### src/hdl/brpm_pkg.sv
// Shared types and constants of the block ring pointer manager.
package brpm_pkg;

    localparam int unsigned MAX_BLOCKS      = 256;
    localparam int unsigned MAX_BLOCK_BYTES = 4096;

    localparam int unsigned BC_W   = 9;
    localparam int unsigned BS_W   = 13;
    localparam int unsigned IDX_W  = 8;
    localparam int unsigned FILL_W = 11;
    localparam int unsigned VAL_W  = 12;
    localparam int unsigned ADDR_W = 20;
    localparam int unsigned TOT_W  = 32;
    localparam int unsigned PADDR_W = 3;

    localparam logic [BC_W-1:0] BC_MAX    = BC_W'(MAX_BLOCKS);
    localparam logic [BS_W-1:0] BS_MAX    = BS_W'(MAX_BLOCK_BYTES);
    localparam logic [BC_W-1:0] BC_RESET  = BC_W'(256);
    localparam logic [BS_W-1:0] BS_RESET  = BS_W'(512);
    localparam logic signed [VAL_W-1:0] FILL_HI = VAL_W'(2 * MAX_BLOCKS);
    localparam logic signed [VAL_W-1:0] FILL_LO = -VAL_W'(2 * MAX_BLOCKS);

    typedef enum logic [1:0] {
        MODE_QUERY   = 2'd0,
        MODE_WRITE   = 2'd1,
        MODE_READ    = 2'd2,
        MODE_CLEAR   = 2'd3
    } mode_t;

    typedef enum logic {
        REG_BLOCK_COUNT = 1'b0,
        REG_BLOCK_SIZE  = 1'b1
    } reg_index_t;

    typedef struct packed {
        logic [BC_W-1:0] block_count;
        logic [BS_W-1:0] block_size;
    } cfg_t;

    typedef struct packed {
        logic [1:0]      mode;
        logic [BC_W-1:0] count;
        logic            blocking;
    } cmd_t;

    typedef struct packed {
        logic [IDX_W-1:0]         write_index;
        logic [IDX_W-1:0]         read_index;
        logic signed [FILL_W-1:0] fill_level;
        logic [BC_W-1:0]          write_hold;
        logic [BC_W-1:0]          read_hold;
        logic [TOT_W-1:0]         overflow_sum;
        logic [TOT_W-1:0]         underflow_sum;
    } ring_state_t;

endpackage

### src/hdl/brpm_regs.sv
// Configuration register bank with its APB-style access port.
module brpm_regs
    import brpm_pkg::*;
(
    input  logic               clk,
    input  logic               rst_n,
    input  logic               psel,
    input  logic               penable,
    input  logic               pwrite,
    input  logic [PADDR_W-1:0] paddr,
    input  logic [31:0]        pwdata,
    output logic [31:0]        prdata,
    output logic               pready,
    output cfg_t               cfg,
    output logic               cfg_clear
);

    logic [BC_W-1:0] block_count_reg;
    logic [BC_W-1:0] block_count_next;
    logic [BS_W-1:0] block_size_reg;
    logic [BS_W-1:0] block_size_next;
    logic            wr_en;
    logic [BC_W-1:0] bc_raw;
    logic [BS_W-1:0] bs_raw;
    reg_index_t      sel;

    assign pready = 1'b1;
    assign wr_en  = psel && penable && pwrite;
    assign sel    = reg_index_t'(paddr[2]);
    assign bc_raw = pwdata[BC_W-1:0];
    assign bs_raw = pwdata[BS_W-1:0];

    // A write of zero is dropped and leaves all state alone.
    always_comb
    begin
        block_count_next = block_count_reg;
        block_size_next  = block_size_reg;
        cfg_clear        = 1'b0;
        if (wr_en)
        begin
            unique case (sel)
                REG_BLOCK_COUNT:
                begin
                    if (bc_raw != '0)
                    begin
                        block_count_next = (bc_raw > BC_MAX) ? BC_MAX : bc_raw;
                        cfg_clear        = 1'b1;
                    end
                end
                REG_BLOCK_SIZE:
                begin
                    if (bs_raw != '0)
                    begin
                        block_size_next = (bs_raw > BS_MAX) ? BS_MAX : bs_raw;
                        cfg_clear       = 1'b1;
                    end
                end
                default:
                begin
                    cfg_clear = 1'b0;
                end
            endcase
        end
    end

    always_ff @(posedge clk or negedge rst_n)
    begin
        if (!rst_n)
        begin
            block_count_reg <= BC_RESET;
            block_size_reg  <= BS_RESET;
        end
        else
        begin
            block_count_reg <= block_count_next;
            block_size_reg  <= block_size_next;
        end
    end

    always_comb
    begin
        unique case (sel)
            REG_BLOCK_COUNT: prdata = {{(32-BC_W){1'b0}}, block_count_reg};
            REG_BLOCK_SIZE:  prdata = {{(32-BS_W){1'b0}}, block_size_reg};
            default:         prdata = '0;
        endcase
    end

    assign cfg.block_count = block_count_reg;
    assign cfg.block_size  = block_size_reg;

endmodule

### src/hdl/brpm_core.sv
// Command register and ring state update: indices, fill level, holds and totals.
module brpm_core
    import brpm_pkg::*;
(
    input  logic        clk,
    input  logic        rst_n,
    input  logic        cmd_load,
    input  cmd_t        cmd_in,
    input  cfg_t        cfg,
    input  logic        cfg_clear,
    output ring_state_t st,
    output logic        upd_valid
);

    cmd_t        cmd_reg;
    logic        cmd_valid_reg;
    ring_state_t st_reg;
    ring_state_t st_next;
    logic        upd_valid_reg;

    logic [BC_W-1:0]           n;
    logic [BC_W-1:0]           hold;
    logic signed [VAL_W-1:0]   n_ext;
    logic signed [VAL_W-1:0]   fill_ext;
    logic signed [VAL_W-1:0]   free_read;
    logic signed [VAL_W-1:0]   free_write;
    logic signed [VAL_W-1:0]   fill_up;
    logic signed [VAL_W-1:0]   fill_dn;
    logic signed [VAL_W-1:0]   short_w;
    logic signed [VAL_W-1:0]   short_r;
    logic [BC_W-1:0]           wsum;
    logic [BC_W-1:0]           rsum;
    logic [TOT_W:0]            ovf_sum;
    logic [TOT_W:0]            unf_sum;

    always_comb
    begin
        n        = (cmd_reg.count > cfg.block_count) ? cfg.block_count : cmd_reg.count;
        hold     = cmd_reg.blocking ? n : '0;
        n_ext    = $signed({{(VAL_W-BC_W){1'b0}}, n});
        fill_ext = {{(VAL_W-FILL_W){st_reg.fill_level[FILL_W-1]}}, st_reg.fill_level};
        free_read  = fill_ext - $signed({{(VAL_W-BC_W){1'b0}}, st_reg.write_hold});
        free_write = $signed({{(VAL_W-BC_W){1'b0}}, cfg.block_count}) - fill_ext
                     - $signed({{(VAL_W-BC_W){1'b0}}, st_reg.read_hold});
        fill_up  = fill_ext + n_ext;
        fill_dn  = fill_ext - n_ext;
        short_w  = n_ext - free_write;
        short_r  = n_ext - free_read;
        // Indices stay below block_count and counts are clamped to it, so
        // one subtraction always wraps correctly.
        wsum     = {1'b0, st_reg.write_index} + n;
        rsum     = {1'b0, st_reg.read_index} + n;
        // A shortfall never exceeds 1024, so eleven bits carry it.
        ovf_sum  = {1'b0, st_reg.overflow_sum}
                   + {{(TOT_W+1-(FILL_W)){1'b0}}, short_w[FILL_W-1:0]};
        unf_sum  = {1'b0, st_reg.underflow_sum}
                   + {{(TOT_W+1-(FILL_W)){1'b0}}, short_r[FILL_W-1:0]};
    end

    // The hold sum always equals the last hold: it starts at zero and each
    // advance replaces it with max(0, sum - last) + hold, where sum == last.
    always_comb
    begin
        st_next = st_reg;
        if (cmd_valid_reg)
        begin
            unique case (mode_t'(cmd_reg.mode))
                MODE_QUERY:
                begin
                    st_next = st_reg;
                end
                MODE_WRITE:
                begin
                    if (free_write < n_ext)
                    begin
                        st_next.overflow_sum = ovf_sum[TOT_W] ? '1 : ovf_sum[TOT_W-1:0];
                    end
                    st_next.write_hold  = hold;
                    st_next.write_index = (wsum >= cfg.block_count)
                                          ? IDX_W'(wsum - cfg.block_count)
                                          : wsum[IDX_W-1:0];
                    st_next.fill_level  = (fill_up > FILL_HI) ? FILL_HI[FILL_W-1:0]
                                                              : fill_up[FILL_W-1:0];
                end
                MODE_READ:
                begin
                    if (free_read < n_ext)
                    begin
                        st_next.underflow_sum = unf_sum[TOT_W] ? '1 : unf_sum[TOT_W-1:0];
                    end
                    st_next.read_hold  = hold;
                    st_next.read_index = (rsum >= cfg.block_count)
                                         ? IDX_W'(rsum - cfg.block_count)
                                         : rsum[IDX_W-1:0];
                    st_next.fill_level = (fill_dn < FILL_LO) ? FILL_LO[FILL_W-1:0]
                                                             : fill_dn[FILL_W-1:0];
                end
                MODE_CLEAR:
                begin
                    st_next.read_index = st_reg.write_index;
                    st_next.fill_level = '0;
                    st_next.write_hold = '0;
                    st_next.read_hold  = '0;
                end
                default:
                begin
                    st_next = st_reg;
                end
            endcase
        end
    end

    always_ff @(posedge clk)
    begin
        if (cmd_load)
        begin
            cmd_reg <= cmd_in;
        end
    end

    always_ff @(posedge clk or negedge rst_n)
    begin
        if (!rst_n)
        begin
            cmd_valid_reg <= 1'b0;
            upd_valid_reg <= 1'b0;
            st_reg        <= '0;
        end
        else
        begin
            cmd_valid_reg <= cmd_load;
            upd_valid_reg <= cmd_valid_reg;
            if (cfg_clear)
            begin
                st_reg <= '0;
            end
            else
            begin
                st_reg <= st_next;
            end
        end
    end

    assign st        = st_reg;
    assign upd_valid = upd_valid_reg;

endmodule

### src/hdl/brpm_result.sv
// Result stage: byte addresses, free and contiguous counts, totals.
module brpm_result
    import brpm_pkg::*;
(
    input  logic                     clk,
    input  logic                     rst_n,
    input  logic                     upd_valid,
    input  ring_state_t              st,
    input  cfg_t                     cfg,
    output logic                     done,
    output logic [ADDR_W-1:0]        write_address,
    output logic [ADDR_W-1:0]        read_address,
    output logic signed [VAL_W-1:0]  free_to_read,
    output logic signed [VAL_W-1:0]  free_to_write,
    output logic signed [VAL_W-1:0]  contiguous_read,
    output logic signed [VAL_W-1:0]  contiguous_write,
    output logic [TOT_W-1:0]         overflow_total,
    output logic [TOT_W-1:0]         underflow_total
);

    localparam int unsigned PROD_W = IDX_W + BS_W;

    logic                     done_reg;
    logic [ADDR_W-1:0]        waddr_reg;
    logic [ADDR_W-1:0]        raddr_reg;
    logic signed [VAL_W-1:0]  fr_reg;
    logic signed [VAL_W-1:0]  fw_reg;
    logic signed [VAL_W-1:0]  cr_reg;
    logic signed [VAL_W-1:0]  cw_reg;
    logic [TOT_W-1:0]         ovf_reg;
    logic [TOT_W-1:0]         unf_reg;

    logic [PROD_W-1:0]        wprod;
    logic [PROD_W-1:0]        rprod;
    logic signed [VAL_W-1:0]  bc_ext;
    logic signed [VAL_W-1:0]  fill_ext;
    logic signed [VAL_W-1:0]  fr;
    logic signed [VAL_W-1:0]  fw;
    logic signed [VAL_W-1:0]  to_end_r;
    logic signed [VAL_W-1:0]  to_end_w;

    // All values stay well inside -1024..1024, so no output clamp is needed.
    always_comb
    begin
        wprod    = {{BS_W{1'b0}}, st.write_index} * {{IDX_W{1'b0}}, cfg.block_size};
        rprod    = {{BS_W{1'b0}}, st.read_index} * {{IDX_W{1'b0}}, cfg.block_size};
        bc_ext   = $signed({{(VAL_W-BC_W){1'b0}}, cfg.block_count});
        fill_ext = {{(VAL_W-FILL_W){st.fill_level[FILL_W-1]}}, st.fill_level};
        fr       = fill_ext - $signed({{(VAL_W-BC_W){1'b0}}, st.write_hold});
        fw       = bc_ext - fill_ext - $signed({{(VAL_W-BC_W){1'b0}}, st.read_hold});
        to_end_r = bc_ext - $signed({{(VAL_W-IDX_W){1'b0}}, st.read_index});
        to_end_w = bc_ext - $signed({{(VAL_W-IDX_W){1'b0}}, st.write_index});
    end

    always_ff @(posedge clk)
    begin
        waddr_reg <= wprod[ADDR_W-1:0];
        raddr_reg <= rprod[ADDR_W-1:0];
        fr_reg    <= fr;
        fw_reg    <= fw;
        cr_reg    <= (fr < to_end_r) ? fr : to_end_r;
        cw_reg    <= (fw < to_end_w) ? fw : to_end_w;
        ovf_reg   <= st.overflow_sum;
        unf_reg   <= st.underflow_sum;
    end

    always_ff @(posedge clk or negedge rst_n)
    begin
        if (!rst_n)
        begin
            done_reg <= 1'b0;
        end
        else
        begin
            done_reg <= upd_valid;
        end
    end

    assign done             = done_reg;
    assign write_address    = waddr_reg;
    assign read_address     = raddr_reg;
    assign free_to_read     = fr_reg;
    assign free_to_write    = fw_reg;
    assign contiguous_read  = cr_reg;
    assign contiguous_write = cw_reg;
    assign overflow_total   = ovf_reg;
    assign underflow_total  = unf_reg;

endmodule

### src/hdl/block_ring_pointer_manager.sv
// Top level of the block ring pointer manager.
//
// Usage: a request (mode, count, blocking) is taken at a rising edge where
// start is high and busy is low. busy is never raised, so one request can be
// issued every cycle. Each request yields exactly one result, shown on the
// result ports for one cycle while done is high; the receiver must take it.
// A request passes the input register, the state update register and the
// result register before its result is presented. Throughput is one
// request per cycle; the state update is one add-and-compare pass.
// Results describe the ring state after their own request, in request order.
// Configuration: block_count at byte address 0, block_size at address 4,
// through the APB-style port; a nonzero write sets the register (saturated
// to its maximum) and resets indices, fill, holds and totals. The user is to
// make writes only when no request is in flight; no logic enforces this.
// Reset: block_count 256, block_size 512, all ring state zero, no result
// pending.
module block_ring_pointer_manager
    import brpm_pkg::*;
(
    input  logic                     clk,
    input  logic                     rst_n,
    input  logic                     start,
    output logic                     busy,
    input  logic [1:0]               mode,
    input  logic [BC_W-1:0]          count,
    input  logic                     blocking,
    output logic                     done,
    output logic [ADDR_W-1:0]        write_address,
    output logic [ADDR_W-1:0]        read_address,
    output logic signed [VAL_W-1:0]  free_to_read,
    output logic signed [VAL_W-1:0]  free_to_write,
    output logic signed [VAL_W-1:0]  contiguous_read,
    output logic signed [VAL_W-1:0]  contiguous_write,
    output logic [TOT_W-1:0]         overflow_total,
    output logic [TOT_W-1:0]         underflow_total,
    input  logic                     psel,
    input  logic                     penable,
    input  logic                     pwrite,
    input  logic [PADDR_W-1:0]       paddr,
    input  logic [31:0]              pwdata,
    output logic [31:0]              prdata,
    output logic                     pready
);

    cfg_t        cfg;
    logic        cfg_clear;
    cmd_t        cmd_in;
    logic        cmd_load;
    ring_state_t st;
    logic        upd_valid;

    assign busy            = 1'b0;
    assign cmd_load        = start && !busy;
    assign cmd_in.mode     = mode;
    assign cmd_in.count    = count;
    assign cmd_in.blocking = blocking;

    brpm_regs u_regs (
        .clk       (clk),
        .rst_n     (rst_n),
        .psel      (psel),
        .penable   (penable),
        .pwrite    (pwrite),
        .paddr     (paddr),
        .pwdata    (pwdata),
        .prdata    (prdata),
        .pready    (pready),
        .cfg       (cfg),
        .cfg_clear (cfg_clear)
    );

    brpm_core u_core (
        .clk       (clk),
        .rst_n     (rst_n),
        .cmd_load  (cmd_load),
        .cmd_in    (cmd_in),
        .cfg       (cfg),
        .cfg_clear (cfg_clear),
        .st        (st),
        .upd_valid (upd_valid)
    );

    brpm_result u_result (
        .clk              (clk),
        .rst_n            (rst_n),
        .upd_valid        (upd_valid),
        .st               (st),
        .cfg              (cfg),
        .done             (done),
        .write_address    (write_address),
        .read_address     (read_address),
        .free_to_read     (free_to_read),
        .free_to_write    (free_to_write),
        .contiguous_read  (contiguous_read),
        .contiguous_write (contiguous_write),
        .overflow_total   (overflow_total),
        .underflow_total  (underflow_total)
    );

endmodule
### config.mk
export PLATFORM = sky130hd
export DESIGN_NAME = block_ring_pointer_manager
export DESIGN_NICKNAME = d
export VERILOG_FILES = /design/src/hdl/brpm_pkg.sv /design/src/hdl/brpm_regs.sv /design/src/hdl/brpm_core.sv /design/src/hdl/brpm_result.sv /design/src/hdl/block_ring_pointer_manager.sv
export SDC_FILE = /design/constraint.sdc
export NUM_CORES = 1
export LEC_CHECK = 0
export ABC_AREA = 1
export BUFFER_PORTS_ARGS = -buffer_cell sky130_fd_sc_hd__buf_2
export CAP_MARGIN = 0
export CORE_AREA = 4 4 166 288
export CTS_CLUSTER_DIAMETER = 30
export CTS_CLUSTER_SIZE = 12
export DETAILED_ROUTE_END_ITERATION = 8
export DIE_AREA = 0 0 170 292
export HOLD_SLACK_MARGIN = 0.08
export PLACE_DENSITY = 0.82
export SETUP_SLACK_MARGIN = 0.5
export SYNTH_ARGS = -nofsm -noshare
export SYNTH_HDL_FRONTEND = slang
export SYNTH_SLANG_ARGS = --single-unit
### constraint.sdc
create_clock -name clk -period 6 [get_ports clk]
set_clock_uncertainty 0.05 [all_clocks]
set_input_delay 1.2 -clock clk [delete_from_list [all_inputs] [get_ports clk]]
set_output_delay 1.2 -clock clk [all_outputs]
set_load 0.02 [all_outputs]
# Word-level counts from Yosys, hierarchy flattened
# Cells that the tools add are included.
totals:
  reg_bits: 298
  input_bits: 53
  output_inout_bits: 187
op_classes:
  add_sub_neg: 15
  n_mul: 2
  magnitude_cmp: 11
  n_eq_ne: 4
  muxes: 28
  bitwise: 1
  reduce_logical: 20
op_table:
  columns: ["cell", "count"]
  rows:
  - ["109-bit 2-to-1 mux", 2]
  - ["32-bit 2-to-1 mux", 6]
  - ["32-bit by 11-bit adder with 33-bit output", 2]
  - ["32-bit one-hot mux with 2 select lines", 1]
  - ["12-bit by 10-bit < comparator with 1-bit output", 4]
  - ["8-bit by 13-bit multiplier with 20-bit output", 2]
  - ["9-bit one-hot mux with 2 select lines", 2]
  - ["11-bit one-hot mux with 3 select lines", 1]
  - ["9-bit 2-to-1 mux", 3]
  - ["12-bit 2-to-1 mux", 2]
  - ["8-bit 2-to-1 mux", 3]
  - ["11-bit by 10-bit subtractor with 12-bit output", 2]
  - ["11-bit 2-to-1 mux", 2]
  - ["10-bit by 11-bit subtractor with 11-bit output", 2]
  - ["9-bit by 8-bit subtractor with 10-bit output", 2]
  - ["8-bit by 9-bit adder with 9-bit output", 2]
  - ["9-bit >= comparator", 2]
  - ["8-bit one-hot mux with 2 select lines", 1]
  - ["8-bit subtractor", 2]
  - ["13-bit greater-than comparator (second input constant)", 1]
  - ["13-bit 2-to-1 mux", 1]
  - ["13-bit nonzero test", 1]
  - ["11-bit by 10-bit adder with 12-bit output", 1]
  - ["12-bit by 11-bit greater-than comparator with 1-bit output (second input constant)", 1]
  - ["other kinds (18)", 33]

# Depth between registers and ports, before layout
# Gate-level depths: netlist of run 1.
logic_depth:
  word_depth: 9
  mapped_depth: 35
  ltp_nobuf: 34

# Cells and area by module
# From an unflattened synthesis of run 1, not the netlist that was laid out.
unflattened:
  cells_unflattened: 3765
  area_unflattened_um2: 27393.8
by_module_without_submodules:
  columns: ["module", "n_inst", "cells_per_inst", "area_per_inst_um2", "seq_area_each_um2"]
  rows:
  - ["brpm_core", 1, 1901, 13035.0, 3138.0]
  - ["brpm_result", 1, 1677, 13020.0, 3067.9]
  - ["brpm_regs", 1, 185, 1327.5, 553.0]
  - ["block_ring_pointer_manager", 1, 2, 11.3, 0.0]

# Worst setup path before layout of run 1
# No wires, ideal clock.
synth_path:
  path_kind: "register to register"
  startpoint: "register u_regs.block_count_reg[1]"
  endpoint: "register u_core.st_reg, in the netlist u_core.st[49]"
  setup_time_ps: 65
  arrival_time_ps: 5745
  required_ps: 5885
  path_slack_ps: 140
  path_stages_with_launch: 33
  n_path_buf: 1
  synth_period_minus_slack_ps: 5860
  path_cell_list: "dfrtp_1 inv_1 ha_1 nand2_1 nor2_1 nand3b_1 o2111ai_1 o31ai_2 buf_6 o21ai_0 inv_1 ha_1 inv_1 nor3_1 a21oi_1 nor2_1 nor2_1 nor2_1 nor2_1 xor2_1 inv_1 ha_1 nand2_1 nor2_1 nand3_1 nand3_1 nand2_1 inv_1 nand2_1 or2_2 nand3_1 nand3_1 nand2_1"
synth_between:
  elab_chain_cells: 9
  word_cells_on_any_way: 14
synth_lines:
  columns: ["item", "line_no", "rtl"]
  rows:
  - ["start, declared", "brpm_regs.sv:18", "logic [BC_W-1:0] block_count_reg;"]
  - ["start signal, assigned", "brpm_regs.sv:75", "block_count_reg <= block_count_next;"]
  - ["10-bit by 11-bit subtractor with 12-bit output / 9-bit greater-than comparator (equally long branches)", "brpm_core.sv:43, brpm_core.sv:38", null]
  - ["12-bit by 10-bit subtractor with 12-bit output / 9-bit 2-to-1 mux (equally long branches)", "brpm_core.sv:44, brpm_core.sv:38", null]
  - ["10-bit by 11-bit subtractor with 11-bit output", "brpm_core.sv:47", "short_w = n_ext - free_write;"]
  - ["32-bit by 11-bit adder with 33-bit output", "brpm_core.sv:55", "+ {{(TOT_W+1-(FILL_W)){1'b0}}, short_w[FILL_W-1:0]};"]
  - ["32-bit 2-to-1 mux", "brpm_core.sv:76", "st_next.overflow_sum = ovf_sum[TOT_W] ? '1 : ovf_sum[TOT_W-1:0];"]
  - ["32-bit 2-to-1 mux", "brpm_core.sv:74", "if (free_write < n_ext)"]
  - ["32-bit 2-to-1 mux", "brpm_core.sv:67", "unique case (mode_t'(cmd_reg.mode))"]
  - ["109-bit 2-to-1 mux", "brpm_core.sv:65", "if (cmd_valid_reg)"]
  - ["109-bit 2-to-1 mux", "brpm_core.sv:133", "if (cfg_clear)"]
  - ["end signal, assigned", "brpm_core.sv:139", "st_reg <= st_next;"]
  - ["end, declared", "brpm_core.sv:17", "ring_state_t st_reg;"]
# Several ways; a longest one is shown, not always the timed one. The select of a mux whose other input is x is not followed.
# A chain may end at the register's enable or synchronous reset.

# Worst setup path after layout of run 1
layout_path:
  startpoint: "register u_regs.block_count_reg[0]"
  endpoint: "register u_core.st_reg, in the netlist u_core.st[51]"
layout_between:
  elab_chain_cells: 9
  word_cells_on_any_way: 14
layout_lines:
  columns: ["item", "line_no", "rtl"]
  rows:
  - ["10-bit by 11-bit subtractor with 12-bit output *", "brpm_core.sv:43", "free_write = $signed({{(VAL_W-BC_W){1'b0}}, cfg.block_count}) - fill_ext"]
  - ["12-bit by 10-bit subtractor with 12-bit output *", "brpm_core.sv:44", "- $signed({{(VAL_W-BC_W){1'b0}}, st_reg.read_hold});"]
  - ["net u_core.free_write[7]", "brpm_core.sv:26", "logic signed [VAL_W-1:0] free_write;"]
  - ["10-bit by 11-bit subtractor with 11-bit output", "brpm_core.sv:47", null]
  - ["32-bit by 11-bit adder with 33-bit output", "brpm_core.sv:55", null]
  - ["32-bit 2-to-1 mux", "brpm_core.sv:76", null]
  - ["32-bit 2-to-1 mux", "brpm_core.sv:74", null]
  - ["32-bit 2-to-1 mux", "brpm_core.sv:67", null]
  - ["109-bit 2-to-1 mux", "brpm_core.sv:65", null]
  - ["109-bit 2-to-1 mux", "brpm_core.sv:133", null]
# Mark *: on every way through the listed nets, which the timed path passes. The rest lies on a longest branch. The select of a mux whose other input is x is not followed.

==> results of run 1 <==
[metal layers]
metal  vias up  GRT usage [%]  share of wire (%)
met1     10800           32.4                 35
met2      1071           50.9                 49
li1      10900              -                  -
met3       393           5.23                7.2
met4         0           22.0                8.9
met5         -              0                  0
[timing repair]
action / CTS / global route
setup buffers: 2 / 23
endpoints found under the setup margin: 80 / 82
resized for setup: 19 / 85
cloned: 0 / 1
pin swaps: 1 / 17
[worst paths after layout]
check | endpoint | slack [ps] | depth (start not counted)
max in group asynchronous | u_core.st[29]$_DFFE_PN0P_ | 4240 | 2
max | u_core.st[51]$_DFFE_PN0P_ | 750 | 28
min | u_result.done$_DFF_PN0_ | 300 | 0
max reg2reg | u_core.st[51]$_DFFE_PN0P_ | 750 | 28
min in group asynchronous | u_core.st[36]$_DFFE_PN0P_ | 590 | 1
min reg2reg | u_result.done$_DFF_PN0_ | 300 | 0
[stage by stage]
step / setup slack (ps) / hold WS, ps / std cells / instance area (um^2)
finish: 746 / 297 / 4159 / 29100
global route: 438 / 307 / 4159 / 29100
CTS: 489 / 305 / 4135 / 28600
detailed placement: -16.7 / 286 / 4048 / 26900
global placement: 94.1 / 295 / 4048 / 26900
floorplan: 555 / 281 / 3318 / 25300
[cells by family (layout without fill, tap and decap cells)]
group                      count (synthesis)  count (layout)  synth area share (%)
buffers and inverters                    682             945                  11.0
other                                      2              21                0.0298
xor gates and xnor gates                 139             139                  5.03
DFF                                      298             298                  26.8
and+or+nand+nor                         1347            1347                  22.8
AOI/OAI and AO/OA                        420             421                  9.39
adders and majority gates                411             411                  24.9
[placed cells by master, fill, tap and decap left out, types with 15 or more instances in the layout]
| cell | synthesis | layout |
|---|---|---|
| nor3_1 | 31 | 28 |
| a21oi_1 | 161 | 154 |
| fa_1 | 152 | 151 |
| dfrtp_1 | 132 | 125 |
| nand4_1 | 43 | 43 |
| buf_4 | 23 | 86 |
| o21ai_0 | 155 | 144 |
| conb_1 | 2 | 21 |
| buf_2 | 20 | 196 |
| o21ai_1 | 9 | 15 |
| xnor2_1 | 49 | 49 |
| nand2_2 | 5 | 16 |
| or2_2 | 16 | 16 |
| dfxtp_1 | 152 | 152 |
| ha_1 | 259 | 244 |
| xor2_1 | 86 | 83 |
| clkbuf_16 | 0 | 47 |
| inv_1 | 567 | 560 |
| nand2_1 | 861 | 850 |
| nand3_1 | 208 | 203 |
| nor2_1 | 137 | 129 |
[layout make-up]
type | instances | area [um^2]
clock inverter | 24 | 283
inverter | 571 | 2150
fill | 3730 | 16100
timing repair buffer | 289 | 1720
sequential | 298 | 6770
clock buffer | 61 | 1290
tap | 577 | 722
multi-input combinational | 2339 | 16200
==> results.cfg, run 1 <==
[synthesis]
ys.flop_type = dfxtp_1
syn_area_per_cell_um2 = 7.65
synthTopCellsByArea = dfrtp_1, ha_1, nand2_1
synth_edf_count = 12
syn_inst = 3299
syn_area_um2 = 25200
yosysTopAreaCellShare_pct = 13.1
yosysMostFrequentCell = nand2_1
async_flop_share_pct = 45.0
ys_seq_area_share_pct = 26.8
synth-seq-cells = 298
synth_warnings = 0
synth.distinct_cells = 68
synth_top_cells_by_count = nand2_1, inv_1, ha_1
synth_area_leader_cell = dfrtp_1

[critical_path]
crit_type = reg2reg
crit_path_start_kind = flop
worst-path-buf-inv = 3
setup.worst_path.end_class = flop
critPathSlowestCell = fa_1
critical-path-top-delay-family = simple AND/OR/NAND/NOR gates
critical_path_arrival_ps = 5720
cpPeakStageDelay_ps = 610
worstPathMaxFanout = 7
crit_path_frequent_cell = nand2_1
cp_data_required_time_ps = 6470
r2r-start = u_regs.block_count_reg[0]$_DFFE_PN0P_
cp-startpoint = u_regs.block_count_reg[0]$_DFFE_PN0P_

[global_route]
grt_pass1_vias = 23200
grt_pass1_wl_mm = 118
grt_max_degree = 99
antenna_found_initial = 0
track_usage_pct = 29.7
grt_overflow = 0

[layout]
areaGrowthSynthToFinish_pct = 15.4
nNetsFinal = 4009
fin_util_pct = 64.4
final_layout_size_suffix_gt1_share_pct = 14.5
diodes = 0
largest_reg_flops = 109

[timing]
fin_crit_ps = 5250
setup_tns_ps = 0
max_freq_mhz = 190
fin_crit_sh_pct = 87.6
relSlewSlack_pct = 27.0
tightest_slew_ps = 1100
drv_slew = 0
finalSetupViolCount = 0
rsz0062_at_grt = yes
hold_violations = 0

[detailed_routing]
wl_mm = 74.7
final_antenna_net_count = 0
route.detailed.drc = 0
wl_per_cell_um = 18.0
vias = 23200
drt_first_iter_violations = 1848
drt-pass1-iter-count = 6
via_per_inst = 5.58

[clock_tree]
cts-root-buf = clkbuf_16
cts_htree_levels = 2
cts.clk_slew.worst_paths_ps = 60
cts_tree = built
cts_max_path_buffers = 3
cts_made_buffers = 46
clk_latency_ps = 580
cts.sinks = 298
cts_hold_buf = 0

[place]
dpl.hpwl_mm = 57.4
place.port_buffers = 197
place.gp.congestion = 1.01

[hold_path]
hold_path_startpoint = u_core.upd_valid$_DFF_PN0_
hp-class = reg2reg

[run]
drv_cap = 0

[floorplan]
dieWidth_um = 170
io_pins = 240
dieArea_um2 = 49600
core_um2 = 45200
placementRows = 103
initial_core_util_pct = 55.8
dieHeight_um = 292

[run_status]
status = finished clean
Power of run 1 is left out: the tool's default activity adds up to more than one toggle a clock period on the data nets, which glitch-free logic cannot reach.
==> run 2, diff against run 1 <==
--- a/config.mk
+++ b/config.mk
@@ -8,11 +8,11 @@
 export ABC_AREA = 1
 export BUFFER_PORTS_ARGS = -buffer_cell sky130_fd_sc_hd__buf_2
 export CAP_MARGIN = 0
-export CORE_AREA = 4 4 166 288
+export CORE_AREA = 2 2 164 286
 export CTS_CLUSTER_DIAMETER = 30
-export CTS_CLUSTER_SIZE = 12
+export CTS_CLUSTER_SIZE = 25
 export DETAILED_ROUTE_END_ITERATION = 8
-export DIE_AREA = 0 0 170 292
+export DIE_AREA = 0 0 166 288
 export HOLD_SLACK_MARGIN = 0.08
 export PLACE_DENSITY = 0.82
 export SETUP_SLACK_MARGIN = 0.5
==> constraint.sdc (replaced) <==
create_clock -name clk -period 6 [get_ports clk]
set_clock_uncertainty 0.05 [all_clocks]
set_input_delay 0.3 -clock clk [delete_from_list [all_inputs] [get_ports clk]]
set_output_delay 0.3 -clock clk [all_outputs]
set_load 0.02 [all_outputs]
==> results.cfg, run 2 (same netlist as run 1, synthesis figures left out) <==
[global_route]
grt_max_degree = 71
grt_pass1_vias = 23100
track_usage_pct = 30.8
grt_pass1_wl_mm = 117
grt_overflow = 0
antenna_found_initial = 4

[place]
place.gp.congestion = 1.01
dpl.hpwl_mm = 56.4
place_area_um2 = 26900
place.port_buffers = 197

[critical_path]
critical_path_arrival_ps = 5920
reg2reg_depth = 29
ff2ff_setup_slack_ps = 580
endpoint = u_core.st[49]$_DFFE_PN0P_
cpPeakStageDelay_ps = 530
r2r-start = u_regs.block_count_reg[8]$_DFFE_PN1P_
crit_path_start_kind = flop
worstPathMaxFanout = 7
crit_type = reg2reg
critPathSlowestCell = dfstp_2
r2r_end = u_core.st[49]$_DFFE_PN0P_
cp-startpoint = u_regs.block_count_reg[8]$_DFFE_PN1P_
cp_data_required_time_ps = 6510
crit_path_frequent_cell = nand2_1
setup.worst_path.end_class = flop

[timing]
finalSetupViolCount = 0
drv_slew = 0
max_freq_mhz = 185
hold_violations = 0
fin_crit_ps = 5420
tightest_slew_ps = 970
setup_tns_ps = 0
fin_crit_sh_pct = 90.3
relSlewSlack_pct = 35.3
rsz0062_at_grt = yes

[clock_tree]
cts-root-buf = clkbuf_16
cts.clk_slew.worst_paths_ps = 60
cts.sinks = 298
cts_max_path_buffers = 3
cts_made_buffers = 50
clk_latency_ps = 620
cts_htree_levels = 2
cts_tree = built

[layout]
nNetsFinal = 4038
areaGrowthSynthToFinish_pct = 17.8
layout_commonest_cell = nand2_1
largest_reg_flops = 109
final_layout_size_suffix_gt1_share_pct = 14.7
postLayoutCellArea_um2 = 29700
fin_util_pct = 65.1
final_cell_mix = nand2_1, inv_1, ha_1, nand3_1, buf_2

[floorplan]
dieWidth_um = 166
placementRows = 104
dieArea_um2 = 47800
dieHeight_um = 288
core_um2 = 45700
io_pins = 240
initial_core_util_pct = 55.2

[hold_path]
hp-class = in2reg

[run]
drv_cap = 0

[detailed_routing]
final_antenna_net_count = 0
vias = 23500
drt_first_iter_violations = 1792
via_per_inst = 5.60
wl_per_cell_um = 18.0
route.detailed.drc = 0
wl_mm = 75.4
drt-pass1-iter-count = 7

[run_status]
status = finished clean
==> run 2: area by class of cell <==
class                      instances  area (um^2)
multi-input combinational       2338        16200
fill                            3807        16000
sequential                       298         6770
inverter                         571         2140
timing repair buffer             315         2010
clock buffer                      51         1280
tap                              583          729
clock inverter                    43          598
antenna                            2         5.00
==> run 2: critical path: cells and delay by family (launching register included) <==
family,cells,cell delay (ps)
simple gates,11,1280
flops,1,530
compound gates,6,1280
fa+ha+maj,4,1230
buf+inv,7,780
xor+xnor,1,200
==> run 2: worst min path at each step <==
stage	start	endpoint	depth (start not counted)
2_1_floorplan	rst_n	u_core.cmd_valid_reg$_DFF_PN0_	0
3_3_place_gp	u_core.upd_valid$_DFF_PN0_	u_result.done$_DFF_PN0_	0
3_5_place_dp	rst_n	u_core.st[35]$_DFFE_PN0P_	1
4_1_cts	penable	u_regs.block_count_reg[8]$_DFFE_PN1P_	4
5_1_grt	penable	u_regs.block_count_reg[8]$_DFFE_PN1P_	4
6_report	penable	u_regs.block_count_reg[8]$_DFFE_PN1P_	4
==> run 2: per-stage QoR <==
stage / hold slack, ps / std cells / worst slack [ps]
after floorplan: -45.6 / 3318 / 555
after global placement: 288 / 4056 / 328
after detailed placement: 301 / 4056 / 140
after CTS: 116 / 4180 / 464
after global routing: 141 / 4199 / 373
final: 126 / 4201 / 582
==> run 2: what timing repair did <==
item,CTS,global route
gates cloned,0,1
pin swaps,2,22
hold endpoints to repair,109,0
setup buffers,0,18
endpoints found under the setup margin,66,82
hold buffers,30,0
resized for setup,18,101
==> run 2: routing by layer <==
| layer | vias to the layer above | GRT usage (%) | wire length [um] |
|---|---|---|---|
| met4 | 0 | 23.8 | 6790 |
| met2 | 1132 | 54.1 | 37000 |
| met3 | 407 | 4.62 | 5130 |
| li1 | 11000 | - | - |
| met5 | - | 0 | 0 |
| met1 | 11000 | 33.2 | 26600 |
Power of run 2 is left out for the same reason.
